[config.mk]
export PLATFORM = sky130hd
export DESIGN_NAME = dtt_bucket_mod
export DESIGN_NICKNAME = d
export VERILOG_FILES = /design/src/dtt_pkg.sv /design/src/dtt_bucket_mod.sv
export SDC_FILE = /design/constraint.sdc
export NUM_CORES = 1
export LEC_CHECK = 0
export BUFFER_PORTS_ARGS = -buffer_cell sky130_fd_sc_hd__clkbuf_2
export CAP_MARGIN = 5
export CORE_MARGIN = 1
export CORE_UTILIZATION = 19
export CTS_CLUSTER_SIZE = 28
export DETAILED_ROUTE_END_ITERATION = 16
export GPL_ROUTABILITY_DRIVEN = 0
export PLACE_DENSITY = 0.73
export SYNTH_ARGS = -nofsm -noshare
export SYNTH_HDL_FRONTEND = slang
export SYNTH_SLANG_ARGS = --single-unit
export TNS_END_PERCENT = 20
[constraint.sdc]
create_clock -name clk -period 0.8 [get_ports clk]
set_clock_uncertainty 0.15 [all_clocks]
set_input_delay 0.04 -clock clk [delete_from_list [all_inputs] [get_ports clk]]
set_output_delay 0.04 -clock clk [all_outputs]
set_load 0.005 [all_outputs]
[src/dtt_pkg.sv]
// Shared types, constants and helpers for the dominance transposition table.
package dtt_pkg;

    localparam int DEF_BUCKETS = 1024;
    localparam int DEF_WAYS    = 8;

    localparam logic       KIND_LOAD  = 1'b0;
    localparam logic       KIND_STORE = 1'b1;
    localparam logic [7:0] GEN_RESET  = 8'd1;
    localparam logic [20:0] PN_MISS   = 21'd1;

    typedef struct packed {
        logic        kind;
        logic [63:0] board_hash;
        logic [11:0] depth;
        logic [4:0]  hand_pawns;
        logic [2:0]  hand_lances;
        logic [2:0]  hand_knights;
        logic [2:0]  hand_silvers;
        logic [2:0]  hand_golds;
        logic [1:0]  hand_bishops;
        logic [1:0]  hand_rooks;
        logic [20:0] proof_in;
        logic [20:0] disproof_in;
    } in_item_t;

    typedef struct packed {
        logic [20:0] proof_out;
        logic [20:0] disproof_out;
        logic        found;
    } out_item_t;

    typedef struct packed {
        logic [1:0] rooks;
        logic [1:0] bishops;
        logic [2:0] golds;
        logic [2:0] silvers;
        logic [2:0] knights;
        logic [2:0] lances;
        logic [4:0] pawns;
    } hand_t;

    typedef struct packed {
        logic [63:0] hash;
        hand_t       hand;
        logic [20:0] proof;
        logic [20:0] disproof;
    } slot_t;

    typedef struct packed {
        logic rd_en;
        logic wr_en;
    } mem_ctl_t;

    typedef enum logic [1:0] {
        ST_IDLE,
        ST_HASH,
        ST_EVAL
    } state_t;

    // every count of a is >= the matching count of b
    function automatic logic dominates(hand_t a, hand_t b);
        return (a.pawns >= b.pawns) && (a.lances >= b.lances) &&
               (a.knights >= b.knights) && (a.silvers >= b.silvers) &&
               (a.golds >= b.golds) && (a.bishops >= b.bishops) &&
               (a.rooks >= b.rooks);
    endfunction

    function automatic hand_t hand_of(in_item_t it);
        hand_t h;
        h.pawns   = it.hand_pawns;
        h.lances  = it.hand_lances;
        h.knights = it.hand_knights;
        h.silvers = it.hand_silvers;
        h.golds   = it.hand_golds;
        h.bishops = it.hand_bishops;
        h.rooks   = it.hand_rooks;
        return h;
    endfunction

endpackage

[src/dtt_bucket_mod.sv]
// Bucket index unit: 64-bit sum reduced modulo the bucket count.
module dtt_bucket_mod #(
    parameter int BUCKETS = dtt_pkg::DEF_BUCKETS,
    localparam int IDX_W = (BUCKETS > 1) ? $clog2(BUCKETS) : 1
) (
    input  logic              clk,
    input  logic              rst_n,
    input  logic              start,
    input  logic [63:0]       sum,
    output logic              done,
    output logic [IDX_W-1:0]  bucket
);

    localparam bit POW2 = ((BUCKETS & (BUCKETS - 1)) == 0);

    generate
        if (POW2)
        begin : g_mask
            logic             done_reg;
            logic [IDX_W-1:0] bucket_reg;

            always_ff @(posedge clk or negedge rst_n)
            begin
                if (!rst_n)
                begin
                    done_reg <= 1'b0;
                end
                else
                begin
                    done_reg <= start;
                end
            end

            always_ff @(posedge clk)
            begin
                if (start)
                begin
                    bucket_reg <= sum[IDX_W-1:0] & IDX_W'(BUCKETS - 1);
                end
            end

            assign done   = done_reg;
            assign bucket = bucket_reg;
        end
        else
        begin : g_iter
            // four bits of the sum per cycle, MSB first: r = (2r + b) mod BUCKETS
            localparam int MW = IDX_W + 1;
            localparam logic [MW-1:0] MODV = MW'(BUCKETS);

            logic             busy_reg;
            logic             done_reg;
            logic [3:0]       cnt_reg;
            logic [63:0]      sum_reg;
            logic [IDX_W-1:0] r_reg;
            logic [IDX_W-1:0] r_step;

            always_comb
            begin
                logic [IDX_W-1:0] t;
                logic [MW-1:0]    x;
                t = r_reg;
                for (int k = 0; k < 4; k++)
                begin
                    x = {t, sum_reg[63 - k]};
                    if (x >= MODV)
                    begin
                        x = x - MODV;
                    end
                    t = x[IDX_W-1:0];
                end
                r_step = t;
            end

            always_ff @(posedge clk or negedge rst_n)
            begin
                if (!rst_n)
                begin
                    busy_reg <= 1'b0;
                    done_reg <= 1'b0;
                    cnt_reg  <= '0;
                end
                else if (start)
                begin
                    busy_reg <= 1'b1;
                    done_reg <= 1'b0;
                    cnt_reg  <= '0;
                end
                else if (busy_reg)
                begin
                    cnt_reg <= cnt_reg + 4'd1;
                    if (cnt_reg == 4'hF)
                    begin
                        busy_reg <= 1'b0;
                        done_reg <= 1'b1;
                    end
                end
                else
                begin
                    done_reg <= 1'b0;
                end
            end

            always_ff @(posedge clk)
            begin
                if (start)
                begin
                    sum_reg <= sum;
                    r_reg   <= '0;
                end
                else if (busy_reg)
                begin
                    sum_reg <= {sum_reg[59:0], 4'h0};
                    r_reg   <= r_step;
                end
            end

            assign done   = done_reg;
            assign bucket = r_reg;
        end
    endgenerate

endmodule

# ---- Word level (Yosys, flattened, before mapping)
# Cells that the tools add are included.
dict set report word_totals {
  register_bits 11
  input_bits 67
  out_inout_bits 11
  word_cells 2
}

# ---- Longest topological paths before layout
dict set report logic_depth {
  depth_word 0
  mapped_depth 0
  depth_no_buf 0
}

# ---- Worst setup path before layout
# Ideal clock, no wire load.
dict set report synth_path {
  path_kind {register to output}
  startpoint {register g_mask.bucket_reg[0], in the netlist bucket[0]}
  endpoint {output port bucket[0]}
  arrival_time_ps 355
  required_ps 610
  path_slack_ps 255
  stages_incl_launch_ff 1
  path_buffers 0
  cell_sequence {edfxtp_1}
}
# item line_no
set synth_lines {}
lappend synth_lines {{start, declared} dtt_bucket_mod.sv:20} ;# logic [IDX_W-1:0] bucket_reg;
lappend synth_lines {{start signal, assigned} dtt_bucket_mod.sv:38} ;# bucket_reg <= sum[IDX_W-1:0] & IDX_W'(BUCKETS - 1);
lappend synth_lines {{end, declared} dtt_bucket_mod.sv:11} ;# output logic [IDX_W-1:0] bucket
# No word-level cell between the ends.

# ---- Worst setup path after layout
dict set report layout_path {
  startpoint {register g_mask.bucket_reg[0], in the netlist bucket[0]}
  endpoint {output port bucket[0]}
}
# No word-level cell between the ends.

==> out/results.tsv <==
metric	value	unit
status	finished with violations	
violations	DRC, hold timing, setup timing	
track_usage	0.0874	
synthCells	11	
diodes	0	
post-place-ws	0.0302	ns
rsz0062_at_grt	yes	
placed_cell_area	460	µm²
worst_ep_required_time	0.61	ns
crit_fanout	1	
fill_cells	156	
dieWidth	43.4	µm
dr.first_iter.drc_count	6	
final_core_util	0.391	
p_switching	0.236	mW
ys_types	2	
drv_slew	0	
tritoncts	done	
hold_buffers	11	
final_nets	117	
max_freq	1020	MHz
area_growth	87.3	%
synth_top_area_cell	edfxtp_1	
stdcell_count	65	
drive_above_1_share	0.531	
port_buffers	23	
core	1560	µm²
grt_max_degree	12	
power.leakage	0.310	nW
seq_area	325	µm²
ys_seq_area_frac	1.00	
cts_sinks	11	
drtPass1Iterations	9	
largest_register_ffs	10	
cpPeakStageDelay	0.40	ns
cts_buffers	3	
dp_cells	50	
finalWorstSetupSlack	-0.182	ns
finalCritPeriodShare	1.23	
htree_levels	1	
cp_num_cells	1	
drv_cap	0	
avgSynthCellArea	29.6	µm²
mappedNetlistArea	325	µm²
wl_per_cell	10.8	µm
worst-path-buf-inv	1	
crit_type	flip-flop to output pin	
crit_family	flip-flops	
peakVddDrop	0.512	mV
slew_headroom	0.826	
crit_path_start	bucket[0]	
combPwrFrac	0.110	
dieHeight	43.4	µm
finalSetupViolCount	13	
ant_nets	0	
final_common_cell	clkbuf_2	
cpMaxStageDelayCell	edfxtp_1	
critPathArrivalTime	0.79	ns
dieArea	1880	µm²
grt_pass1_wl	1030	µm
num-multi-input-gates	0	
power.density	1950	nW/µm²
ioPinCount	78	
clock-root-buffer	clkbuf_4	
netlist.area_leader.share	0.923	
critPathCaptureType	output pin	
mappedNetlistNets	78	
postCtsSetupBuffers	0	
layout_common_cells	clkbuf_2 (23), edfxtp_1 (10), dlygate4sd3_1 (6)	
whs	-0.0781	ns
p_clk_frac	0.311	
via_per_inst	3.63	
routed-via-count	236	
path_clk_slew	0.07	ns
start_util	0.209	
sw_frac_of_total	0.198	
period_needed	0.982	ns
final_cell_area	609	µm²
intPower	0.954	mW
drc	6	
grt_pass1_vias	220	
yosysWarnings	0	
ys_top_cells_by_area	edfxtp_1 (92%), dfrtp_1 (7.7%)	
hp-class	input pin to flip-flop	
seqPwrFrac	0.579	
endpoint	bucket[0]	
grt-ovfl-total	0	
rows	14	
multi_input_area	0	µm²
finalHoldViolCount	7	
antenna_found_initial	0	
drt_wl_total	701	µm
path_cells	clkbuf_2	
clock_path_buffers	2	
worstMarginPinSlew	0.261	ns
start_kind	flip-flop	
synth-seq-cells	11	
power by group through the flow:
| stage | Clock [mW] | Sequential, mW | Combinational [mW] |
|---|---|---|---|
| 6_report | 0.370 | 0.689 | 0.131 |
| 5_1_grt | 0.403 | 0.693 | 0.142 |
| 4_1_cts | 0.386 | 0.691 | 0.128 |
| 3_5_place_dp | 0 | 0.703 | 0.0869 |
| 3_3_place_gp | 0 | 0.704 | 0.0844 |
| 2_1_floorplan | 0 | 0.706 | 0 |
worst min-delay path by stage:
stage / start / to / slack [ns] / cells past startpoint
after floorplan: rst_n / done / -0.41 / 0
after global routing: rst_n / done / -0.07 / 2
after CTS: rst_n / done / -0.08 / 2
after global placement: rst_n / done / -0.33 / 1
final: start / done / -0.08 / 1
after detailed placement: rst_n / done / -0.33 / 1
cells by family after synthesis:
family / count (synthesis) / synth area share
flops: 11 / 1.00
metal layers:
layer / vias to the layer above / GRT usage / share of wire
li1: 119 / - / -
met1: 91 / 0.122 / 0.53
met2: 24 / 0.0879 / 0.32
met3: 2 / 0.0417 / 0.14
met4: 0 / 0.0938 / 0.0086
met5: - / 0 / 0
synth_stat cells:
cell      instances
dfrtp_1           1
edfxtp_1         10
through the flow:
| stage | TNS, ns | power [mW] |
|---|---|---|
| after floorplan | 0 | 0.706 |
| after global placement | 0 | 0.788 |
| after detailed placement | 0 | 0.790 |
| after CTS | -1.74 | 1.20 |
| after global routing | -1.95 | 1.24 |
| final | -1.56 | 1.19 |
timing repair:
| action | 4_1_cts | 5_1_grt |
|---|---|---|
| endpoints found under the setup margin | 11 | 16 |
| hold endpoints to repair | 12 | 6 |
| gates resized for setup | 0 | 5 |
area by class of cell:
type / instances / area share
Sequential cell: 11 / 0.534
Timing Repair Buffer: 34 / 0.390
Clock buffer: 4 / 0.0431
Tap cell: 16 / 0.0329
Power figures use the tool's default switching activity.
